File: config.mk
export PLATFORM = sky130hd
export DESIGN_NAME = cubic_hermite_curve_points
export DESIGN_NICKNAME = d
export VERILOG_FILES = /design/src/rtl/chcp_pkg.sv /design/src/rtl/cubic_hermite_curve_points.sv
export VERILOG_INCLUDE_DIRS = /design/src /design/src/rtl
export SDC_FILE = /design/constraint.sdc
export NUM_CORES = 2
export LEC_CHECK = 0
export ABC_AREA = 1
export ABC_CLOCK_PERIOD_IN_PS = 7500
export BUFFER_PORTS_ARGS = -buffer_cell sky130_fd_sc_hd__clkbuf_2
export CORE_MARGIN = 4
export CORE_UTILIZATION = 45
export DETAILED_ROUTE_END_ITERATION = 10
export SLEW_MARGIN = 20
export SYNTH_ARGS = -nofsm -noshare
export SYNTH_HDL_FRONTEND = slang
export SYNTH_SLANG_ARGS = --single-unit
File: constraint.sdc
create_clock -name clk -period 7.5 [get_ports clk]
set_clock_uncertainty 0.05 [all_clocks]
set_input_delay 0.375 -clock clk [delete_from_list [all_inputs] [get_ports clk]]
set_output_delay 0.375 -clock clk [all_outputs]
set_load 0.01 [all_outputs]
File: src/rtl/assert_macros.svh
// Assertion helpers used by the curve point generator RTL.
// Each macro expects the signals clk and rst_n in the scope where it is used.
`ifndef ASSERT_MACROS_SVH
`define ASSERT_MACROS_SVH

// Concurrent check that is switched off while reset is asserted.
`define ASSERT_CLK(name, prop, msg) \
  name: assert property (@(posedge clk) disable iff (!rst_n) (prop)) else $error(msg);

// Concurrent check that also holds during reset.
`define ASSERT_ALWAYS(name, prop, msg) \
  name: assert property (@(posedge clk) (prop)) else $error(msg);

`endif

File: src/rtl/chcp_pkg.sv
`timescale 1ns / 1ps
// ----------------------------------------------------------------------------
// chcp_pkg
// Shared constants for the cubic Hermite curve point generator.
// ----------------------------------------------------------------------------
package chcp_pkg;

  localparam int DEF_MAX_POINTS = 64;
  localparam int DEF_COORD_BITS = 16;
  localparam int DEF_FRAC_BITS  = 16;

  // Width of the point count field.
  localparam int NUM_W = 7;

  // Coefficient slots per axis, in Horner order.
  localparam logic [1:0] COEF_A = 2'd0;
  localparam logic [1:0] COEF_B = 2'd1;
  localparam logic [1:0] COEF_C = 2'd2;
  localparam logic [1:0] COEF_D = 2'd3;

endpackage

File: src/rtl/cubic_hermite_curve_points.sv
`timescale 1ns / 1ps
// A curve is taken while the block is idle, then a bit-serial divider forms the
// parameter step, then every point is formed one axis after the other (per axis:
// one load, three Horner steps of multiply low, multiply high and accumulate, two
// rounding steps). No new curve is taken until its last point goes to the output.
// The single shared multiplier sets the point rate. Reset is synchronous and
// active low; it clears control state only, the coefficient store is not cleared.
// ----------------------------------------------------------------------------
// cubic_hermite_curve_points
// Evaluates a cubic Hermite curve at evenly spaced parameter values and
// streams the rounded, saturated points out, one transfer per point.
// ----------------------------------------------------------------------------
`include "assert_macros.svh"

module cubic_hermite_curve_points #(
  parameter int MAX_POINTS = chcp_pkg::DEF_MAX_POINTS,
  parameter int COORD_BITS = chcp_pkg::DEF_COORD_BITS,
  parameter int FRAC_BITS  = chcp_pkg::DEF_FRAC_BITS
) (
  input  logic                          clk,
  input  logic                          rst_n,
  input  logic                          in_valid,
  output logic                          in_stall,
  input  logic signed [COORD_BITS-1:0]  in_p0_x,
  input  logic signed [COORD_BITS-1:0]  in_p0_y,
  input  logic signed [COORD_BITS-1:0]  in_tan0_x,
  input  logic signed [COORD_BITS-1:0]  in_tan0_y,
  input  logic signed [COORD_BITS-1:0]  in_p1_x,
  input  logic signed [COORD_BITS-1:0]  in_p1_y,
  input  logic signed [COORD_BITS-1:0]  in_tan1_x,
  input  logic signed [COORD_BITS-1:0]  in_tan1_y,
  input  logic [chcp_pkg::NUM_W-1:0]    in_num_points,
  output logic                          out_valid,
  input  logic                          out_stall,
  output logic signed [COORD_BITS-1:0]  out_pt_x,
  output logic signed [COORD_BITS-1:0]  out_pt_y,
  output logic                          out_last
);

  localparam int NUM_W  = chcp_pkg::NUM_W;
  localparam int COEF_W = COORD_BITS + 4;
  localparam int HI_W   = COORD_BITS + 5;
  localparam int ACC_W  = HI_W + FRAC_BITS;
  localparam int MA_W   = (HI_W > FRAC_BITS + 1) ? HI_W : FRAC_BITS + 1;
  localparam int T_W    = FRAC_BITS + 1;
  localparam int TB_W   = FRAC_BITS + 2;
  localparam int PR_W   = MA_W + TB_W;
  localparam int IDX_W  = (MAX_POINTS > 2) ? $clog2(MAX_POINTS) : 1;
  localparam int DC_W   = $clog2(FRAC_BITS + 1);

  localparam logic [T_W-1:0]          T_ONE  = T_W'(1) << FRAC_BITS;
  localparam logic signed [ACC_W-1:0] HALF   = ACC_W'(1) << (FRAC_BITS - 1);
  localparam logic [HI_W-1:0]         LIM    = HI_W'(1) << (COORD_BITS - 1);
  localparam logic [COORD_BITS-1:0]   C_MIN  = COORD_BITS'(1) << (COORD_BITS - 1);
  localparam logic [COORD_BITS-1:0]   C_MAX  = ~C_MIN;

  typedef enum logic [3:0] {
    ST_IDLE,
    ST_DIV,
    ST_LOAD,
    ST_MLO,
    ST_MHI,
    ST_ACC,
    ST_RND1,
    ST_RND2
  } state_t;

  function automatic logic signed [COEF_W-1:0] herm_a(
    input logic signed [COEF_W-1:0] p0,
    input logic signed [COEF_W-1:0] s0,
    input logic signed [COEF_W-1:0] p1,
    input logic signed [COEF_W-1:0] s1
  );
    return (p0 <<< 1) + s0 - (p1 <<< 1) + s1;
  endfunction

  function automatic logic signed [COEF_W-1:0] herm_b(
    input logic signed [COEF_W-1:0] p0,
    input logic signed [COEF_W-1:0] s0,
    input logic signed [COEF_W-1:0] p1,
    input logic signed [COEF_W-1:0] s1
  );
    logic signed [COEF_W-1:0] dp;
    dp = p1 - p0;
    return (dp <<< 1) + dp - (s0 <<< 1) - s1;
  endfunction

  state_t                         state_r;
  logic                           axis_r;
  logic [1:0]                     hstep_r;
  logic signed [COEF_W-1:0]       coef_r [8];
  logic signed [ACC_W-1:0]        acc_r;
  logic signed [ACC_W-1:0]        part_r;
  logic signed [PR_W-1:0]         prod_r;
  logic [T_W-1:0]                 t_r;
  logic [IDX_W-1:0]               tr_r;
  logic [T_W-1:0]                 q_r;
  logic [IDX_W-1:0]               rem_r;
  logic [IDX_W-1:0]               d_r;
  logic [IDX_W-1:0]               k_r;
  logic [DC_W-1:0]                div_cnt_r;
  logic [COORD_BITS-1:0]          ptx_r;
  logic                           out_valid_r;
  logic [COORD_BITS-1:0]          out_pt_x_r;
  logic [COORD_BITS-1:0]          out_pt_y_r;
  logic                           out_last_r;

  logic                           in_acc;
  logic [NUM_W-1:0]               n_cl;
  logic signed [HI_W-1:0]         acc_hi;
  logic [FRAC_BITS-1:0]           acc_lo;
  logic signed [MA_W-1:0]         mul_a;
  logic signed [TB_W-1:0]         mul_b;
  logic signed [PR_W-1:0]         prod;
  logic signed [COEF_W-1:0]       coef_sel;
  logic signed [ACC_W-1:0]        coef_q;
  logic signed [ACC_W-1:0]        lo_floor;
  logic [HI_W-1:0]                rnd_mag;
  logic [COORD_BITS-1:0]          sat_v;
  logic [IDX_W:0]                 rem_sh;
  logic                           div_ge;
  logic [IDX_W:0]                 tr_sum;
  logic                           tr_wrap;
  logic                           out_free;
  logic                           emit;
  logic                           is_last;

  assign in_stall  = (state_r != ST_IDLE);
  assign in_acc    = in_valid && (state_r == ST_IDLE);
  assign n_cl      = (in_num_points > NUM_W'(MAX_POINTS)) ? NUM_W'(MAX_POINTS) : in_num_points;

  // Shared multiplier: fraction part of the accumulator first, integer part second.
  assign acc_hi = acc_r[ACC_W-1:FRAC_BITS];
  assign acc_lo = acc_r[FRAC_BITS-1:0];
  assign mul_b  = {1'b0, t_r};

  always_comb begin
    if (state_r == ST_MLO) begin
      mul_a = MA_W'(acc_lo);
    end else begin
      mul_a = MA_W'(acc_hi);
    end
  end

  assign prod     = mul_a * mul_b;
  assign coef_sel = coef_r[{axis_r, hstep_r}];
  assign coef_q   = ACC_W'(coef_sel) <<< FRAC_BITS;
  assign lo_floor = ACC_W'(prod_r >>> FRAC_BITS);

  // Rounding: part_r holds the magnitude plus one half, so the integer part
  // is the magnitude rounded half away from zero.
  assign rnd_mag = part_r[ACC_W-1:FRAC_BITS];

  always_comb begin
    if (acc_r[ACC_W-1]) begin
      sat_v = (rnd_mag > LIM) ? C_MIN : COORD_BITS'(HI_W'(0) - rnd_mag);
    end else begin
      sat_v = (rnd_mag > LIM - HI_W'(1)) ? C_MAX : COORD_BITS'(rnd_mag);
    end
  end

  // Restoring division of 2^FRAC_BITS by the point count minus one.
  assign rem_sh = {rem_r, (div_cnt_r == DC_W'(FRAC_BITS))};
  assign div_ge = (rem_sh >= {1'b0, d_r});

  // The parameter advances by quotient plus a carried remainder, so each t
  // equals floor(k * 2^FRAC_BITS / (n - 1)) exactly.
  assign tr_sum  = {1'b0, tr_r} + {1'b0, rem_r};
  assign tr_wrap = (tr_sum >= {1'b0, d_r});

  assign out_free = !out_valid_r || !out_stall;
  assign is_last  = (k_r == d_r);
  assign emit     = (state_r == ST_RND2) && axis_r && out_free;

  always_ff @(posedge clk) begin
    if (!rst_n) begin
      state_r     <= ST_IDLE;
      out_valid_r <= 1'b0;
    end else begin
      if (emit) begin
        out_valid_r <= 1'b1;
        out_pt_x_r  <= ptx_r;
        out_pt_y_r  <= sat_v;
        out_last_r  <= is_last;
      end else if (!out_stall) begin
        out_valid_r <= 1'b0;
      end

      unique case (state_r)
        ST_IDLE: begin
          if (in_acc) begin
            coef_r[{1'b0, chcp_pkg::COEF_A}] <= herm_a(COEF_W'(in_p0_x), COEF_W'(in_tan0_x),
                                                       COEF_W'(in_p1_x), COEF_W'(in_tan1_x));
            coef_r[{1'b0, chcp_pkg::COEF_B}] <= herm_b(COEF_W'(in_p0_x), COEF_W'(in_tan0_x),
                                                       COEF_W'(in_p1_x), COEF_W'(in_tan1_x));
            coef_r[{1'b0, chcp_pkg::COEF_C}] <= COEF_W'(in_tan0_x);
            coef_r[{1'b0, chcp_pkg::COEF_D}] <= COEF_W'(in_p0_x);
            coef_r[{1'b1, chcp_pkg::COEF_A}] <= herm_a(COEF_W'(in_p0_y), COEF_W'(in_tan0_y),
                                                       COEF_W'(in_p1_y), COEF_W'(in_tan1_y));
            coef_r[{1'b1, chcp_pkg::COEF_B}] <= herm_b(COEF_W'(in_p0_y), COEF_W'(in_tan0_y),
                                                       COEF_W'(in_p1_y), COEF_W'(in_tan1_y));
            coef_r[{1'b1, chcp_pkg::COEF_C}] <= COEF_W'(in_tan0_y);
            coef_r[{1'b1, chcp_pkg::COEF_D}] <= COEF_W'(in_p0_y);
            d_r       <= IDX_W'(n_cl - NUM_W'(1));
            rem_r     <= '0;
            div_cnt_r <= DC_W'(FRAC_BITS);
            // A count below two produces no points.
            if (n_cl >= NUM_W'(2)) begin
              state_r <= ST_DIV;
            end
          end
        end

        ST_DIV: begin
          q_r       <= {q_r[T_W-2:0], div_ge};
          rem_r     <= div_ge ? IDX_W'(rem_sh - {1'b0, d_r}) : IDX_W'(rem_sh);
          div_cnt_r <= div_cnt_r - DC_W'(1);
          if (div_cnt_r == '0) begin
            t_r     <= '0;
            tr_r    <= '0;
            k_r     <= '0;
            axis_r  <= 1'b0;
            hstep_r <= chcp_pkg::COEF_A;
            state_r <= ST_LOAD;
          end
        end

        ST_LOAD: begin
          acc_r   <= coef_q;
          hstep_r <= chcp_pkg::COEF_B;
          state_r <= ST_MLO;
        end

        ST_MLO: begin
          prod_r  <= prod;
          state_r <= ST_MHI;
        end

        ST_MHI: begin
          part_r  <= lo_floor + coef_q;
          prod_r  <= prod;
          state_r <= ST_ACC;
        end

        ST_ACC: begin
          acc_r <= ACC_W'(prod_r) + part_r;
          if (hstep_r == chcp_pkg::COEF_D) begin
            hstep_r <= chcp_pkg::COEF_A;
            state_r <= ST_RND1;
          end else begin
            hstep_r <= hstep_r + 2'd1;
            state_r <= ST_MLO;
          end
        end

        ST_RND1: begin
          part_r  <= acc_r[ACC_W-1] ? (HALF - acc_r) : (acc_r + HALF);
          state_r <= ST_RND2;
        end

        ST_RND2: begin
          if (!axis_r) begin
            ptx_r   <= sat_v;
            axis_r  <= 1'b1;
            state_r <= ST_LOAD;
          end else if (out_free) begin
            axis_r <= 1'b0;
            if (is_last) begin
              state_r <= ST_IDLE;
            end else begin
              k_r     <= k_r + IDX_W'(1);
              t_r     <= t_r + q_r + T_W'(tr_wrap);
              tr_r    <= tr_wrap ? IDX_W'(tr_sum - {1'b0, d_r}) : IDX_W'(tr_sum);
              state_r <= ST_LOAD;
            end
          end
        end

        default: begin
          state_r <= ST_IDLE;
        end
      endcase
    end
  end

  assign out_valid = out_valid_r;
  assign out_pt_x  = out_pt_x_r;
  assign out_pt_y  = out_pt_y_r;
  assign out_last  = out_last_r;

  logic pt_busy;
  assign pt_busy = (state_r != ST_IDLE) && (state_r != ST_DIV);

  `ASSERT_CLK(a_t_in_range, pt_busy |-> (t_r <= T_ONE), "curve parameter exceeds one")
  `ASSERT_CLK(a_rem_below_div, pt_busy |-> (tr_r < d_r), "parameter remainder not below divisor")
  `ASSERT_CLK(a_index_bound, pt_busy |-> (k_r <= d_r), "point index past the final point")
  `ASSERT_CLK(a_last_at_end, emit && is_last |-> (t_r == T_ONE),
              "final point not evaluated at t equal to one")
  `ASSERT_ALWAYS(a_reset_idle, !rst_n |=> (state_r == ST_IDLE) && !out_valid,
                 "block not idle after reset")

endmodule

==> metrics.csv <==
stage;metric;value;unit
placed_design;gp_congestion;0.956;
setup_path;crit_path_end_kind;flop;
yosys;synth_top_area_share;25.2;%
timing;min_period;7.11;ns
timing;setup_viol;0;
setup_path;worstSetupPathType;reg -> reg;
timing;hold_violations;0;
routing;final_antenna_net_count;0;
yosys;avgSynthCellArea;8.09;sq um
clock_tree;cts.path.max_buffers;3;
min_path;hold_path_depth;2;
floorplan;die_x;322;um
routing;avgRoutedWirePerCell;20.0;um
layout;nets;6686;
yosys;yosys-top-cells-area;edfxtp_1, fa_1, nand2_1;
placed_design;place.port_buffers;173;
clock_tree;cts_setup_buffers;0;
job;drv_cap;0;
timing;rsz0062_at_grt;false;
global_route;grt_pass1_wl;219000;um
layout;fillers;9425;
timing;timing.fmax;0.141;GHz
global_route;grt_start_max_net_pins;145;
clock_tree;path_clk_slew;0.06;ns
layout;n_antenna_cell;0;
timing;slew_viol_final;0;
setup_path;worstPathMaxFanout;11;
yosys;synth-edff-count;372;
floorplan;die_area;104000;sq um
setup_path;reg2regPathDepth;24;
global_route;grtUsageTotal;27.4;%
global_route;grt_pass1_vias;37917;
yosys;synth_nets;6434;
floorplan;coreArea;97100;sq um
setup_path;cp.arrival;7.43;ns
yosys;synth.cell_area;44300;sq um
layout;drive_above_1_share;6.76;%
floorplan;die-height;322;um
setup_path;cp-start-kind;flop;
yosys;yosysWarningCount;0;
yosys;yosys_register_bits;376;
floorplan;pin_count;174;
floorplan;num_rows;114;
routing;drc;0;
clock_tree;cts.sinks;376;
min_path;worstHoldPathType;in -> reg;
global_route;grt_antenna_before_repair;0;
clock_tree;h-tree-depth;2;
timing;tightest_slew;0.865;ns
timing;setup_tns;0;ns
routing;vias_per_cell;5.27;
layout;area_growth;11.1;%
routing;vias;37137;
clock_tree;cts_buffers;47;
timing;fin_crit_sh;94.8;%
routing;first_pass_iters;6;
placed_design;hpwl;117000;um
yosys;synth_cells;5476;
setup_path;crit_required;7.82;ns
yosys;yosysTopAreaCell;edfxtp_1;
floorplan;start_util;45.6;%
clock_tree;clock_latency;0.64;ns
global_route;grt_overflow;0;
routing;drt-total-wl;141000;um
yosys;ys.flop_type;edfxtp_1;
routing;drt_iter0_markers;2689;
clock_tree;cts_root_buf;clkbuf_16;
timing;maxSlewHeadroom;42.4;%
outcome;status;finished clean;
yosys;async_reset_ff_share;0;%
yosys;ys_seq_area_share;25.4;%
clock_tree;cts_tree;yes;
yosys;ys_types;51;
## per-layer routing
layer / GRT usage (%) / vias to the layer above / wire, um / share of wire [%]
met1: 35.6 / 17862 / 59200 / 42
li1: - / 17811 / - / -
met3: 2.35 / 266 / 7110 / 5.0
met2: 47.7 / 1198 / 68100 / 48
met4: 10.7 / 0 / 6540 / 4.6
met5: 0 / - / 0 / 0
## Yosys cell counts (26+ instances only)
master,instances
edfxtp_1,372
nand3b_1,26
xnor2_1,52
xor2_1,115
nand3_1,233
a21oi_1,276
o21bai_1,27
nand2_1,1139
nand4_1,61
clkbuf_1,63
o21ai_0,260
nor3_1,49
fa_1,497
nor2_1,639
ha_1,322
inv_1,1088
## critical path, cell delays in order, from the launching register on
cell and delay (ns):
edfxtp_1 0.58, inv_1 0.25, nand2_1 0.17, o21ai_4 0.13
inv_1 0.34, nand2_1 0.13, fa_1 0.52, inv_1 0.05
fa_1 0.49, inv_1 0.05, fa_1 0.47, inv_1 0.05
fa_1 0.50, fa_1 0.64, inv_1 0.08, fa_1 0.54
inv_1 0.04, ha_1 0.35, a21o_1 0.21, a21oi_1 0.39
nand2_1 0.15, o21bai_1 0.30, nand2_1 0.12, nand2_1 0.06
xor2_1 0.16
## cell type report
| class | instances | area [sq um] | share of cell area, % |
|---|---|---|---|
| multi-input cells | 3883 | 28400 | 57.8 |
| repair buffers | 312 | 2120 | 4.31 |
| well taps | 1276 | 1600 | 3.24 |
| flip-flops and latches | 376 | 11300 | 22.9 |
| inverters | 1108 | 4160 | 8.46 |
| clock buffers | 51 | 1190 | 2.42 |
| clock inverters | 37 | 455 | 0.926 |
## worst paths after layout
kind	start	to	slack (ns)
worst min-delay path	in_num_points[0]	d_r[0]	0.1
worst min register to register	ptx_r[4]	out_pt_x[4]	0.37
worst max-delay path	acc_r[22]	prod_r[23]	0.39
worst max register to register	acc_r[22]	prod_r[23]	0.39
## kinds of logic (layout without fill, tap and decap cells)
logic type      count (synthesis)  in the layout  share of synthesized area (%)
simple gates                 2193           2193                           20.2
flops                         376            376                           25.4
buf+inv                      1217           1508                           10.6
fa+ha+maj                     819            819                           31.6
xor+xnor                      167            167                           3.30
compound gates                704            704                           8.95
## state kept, by name (all words and copies together) (netlist names), 2 cells and up
register   flops
acc_r         37
coef_r       144
d_r            6
div_cnt_r      5
hstep_r        2
k_r            6
out_pt_x      16
out_pt_y      16
part_r        37
prod_r        39
ptx_r         16
q_r           17
rem_r          6
state_r        3
t_r           17
tr_r           6
## timing repair
item / in CTS / in global routing
resized for setup: 0 / 2
setup endpoints to repair: 0 / 7
hold endpoints to repair: 67 / 0
hold buffers: 66 / 0
## per-stage QoR
step	area (sq um)	utilization [%]	hold slack (ns)	setup WS (ns)	std cells
after floorplan	44300	-	0.350	0.163	5476
after global placement	46900	48.3	0.353	0.326	6888
after detailed placement	46900	48.3	0.355	0.292	6888
after CTS	49200	50.6	0.0572	0.236	7042
after global routing	49200	50.7	0.0754	0.0442	7043
final	49200	50.7	0.0986	0.388	7043
## cell usage in the layout, fill, tap and decap left out, types with 47 or more instances in the layout
| master | n |
|---|---|
| a21oi_1 | 273 |
| nand2_1 | 1139 |
| nand3_1 | 233 |
| clkbuf_2 | 173 |
| xnor2_1 | 52 |
| nor3_1 | 48 |
| xor2_1 | 115 |
| inv_1 | 1088 |
| fa_1 | 497 |
| nor2_1 | 635 |
| edfxtp_1 | 372 |
| buf_4 | 70 |
| nand4_1 | 61 |
| dlygate4sd3_1 | 66 |
| clkbuf_16 | 47 |
| o21ai_0 | 260 |
| ha_1 | 322 |
Power is not shown: default switching activity piles up to over one toggle a cycle in this logic, so the estimate is an artifact.
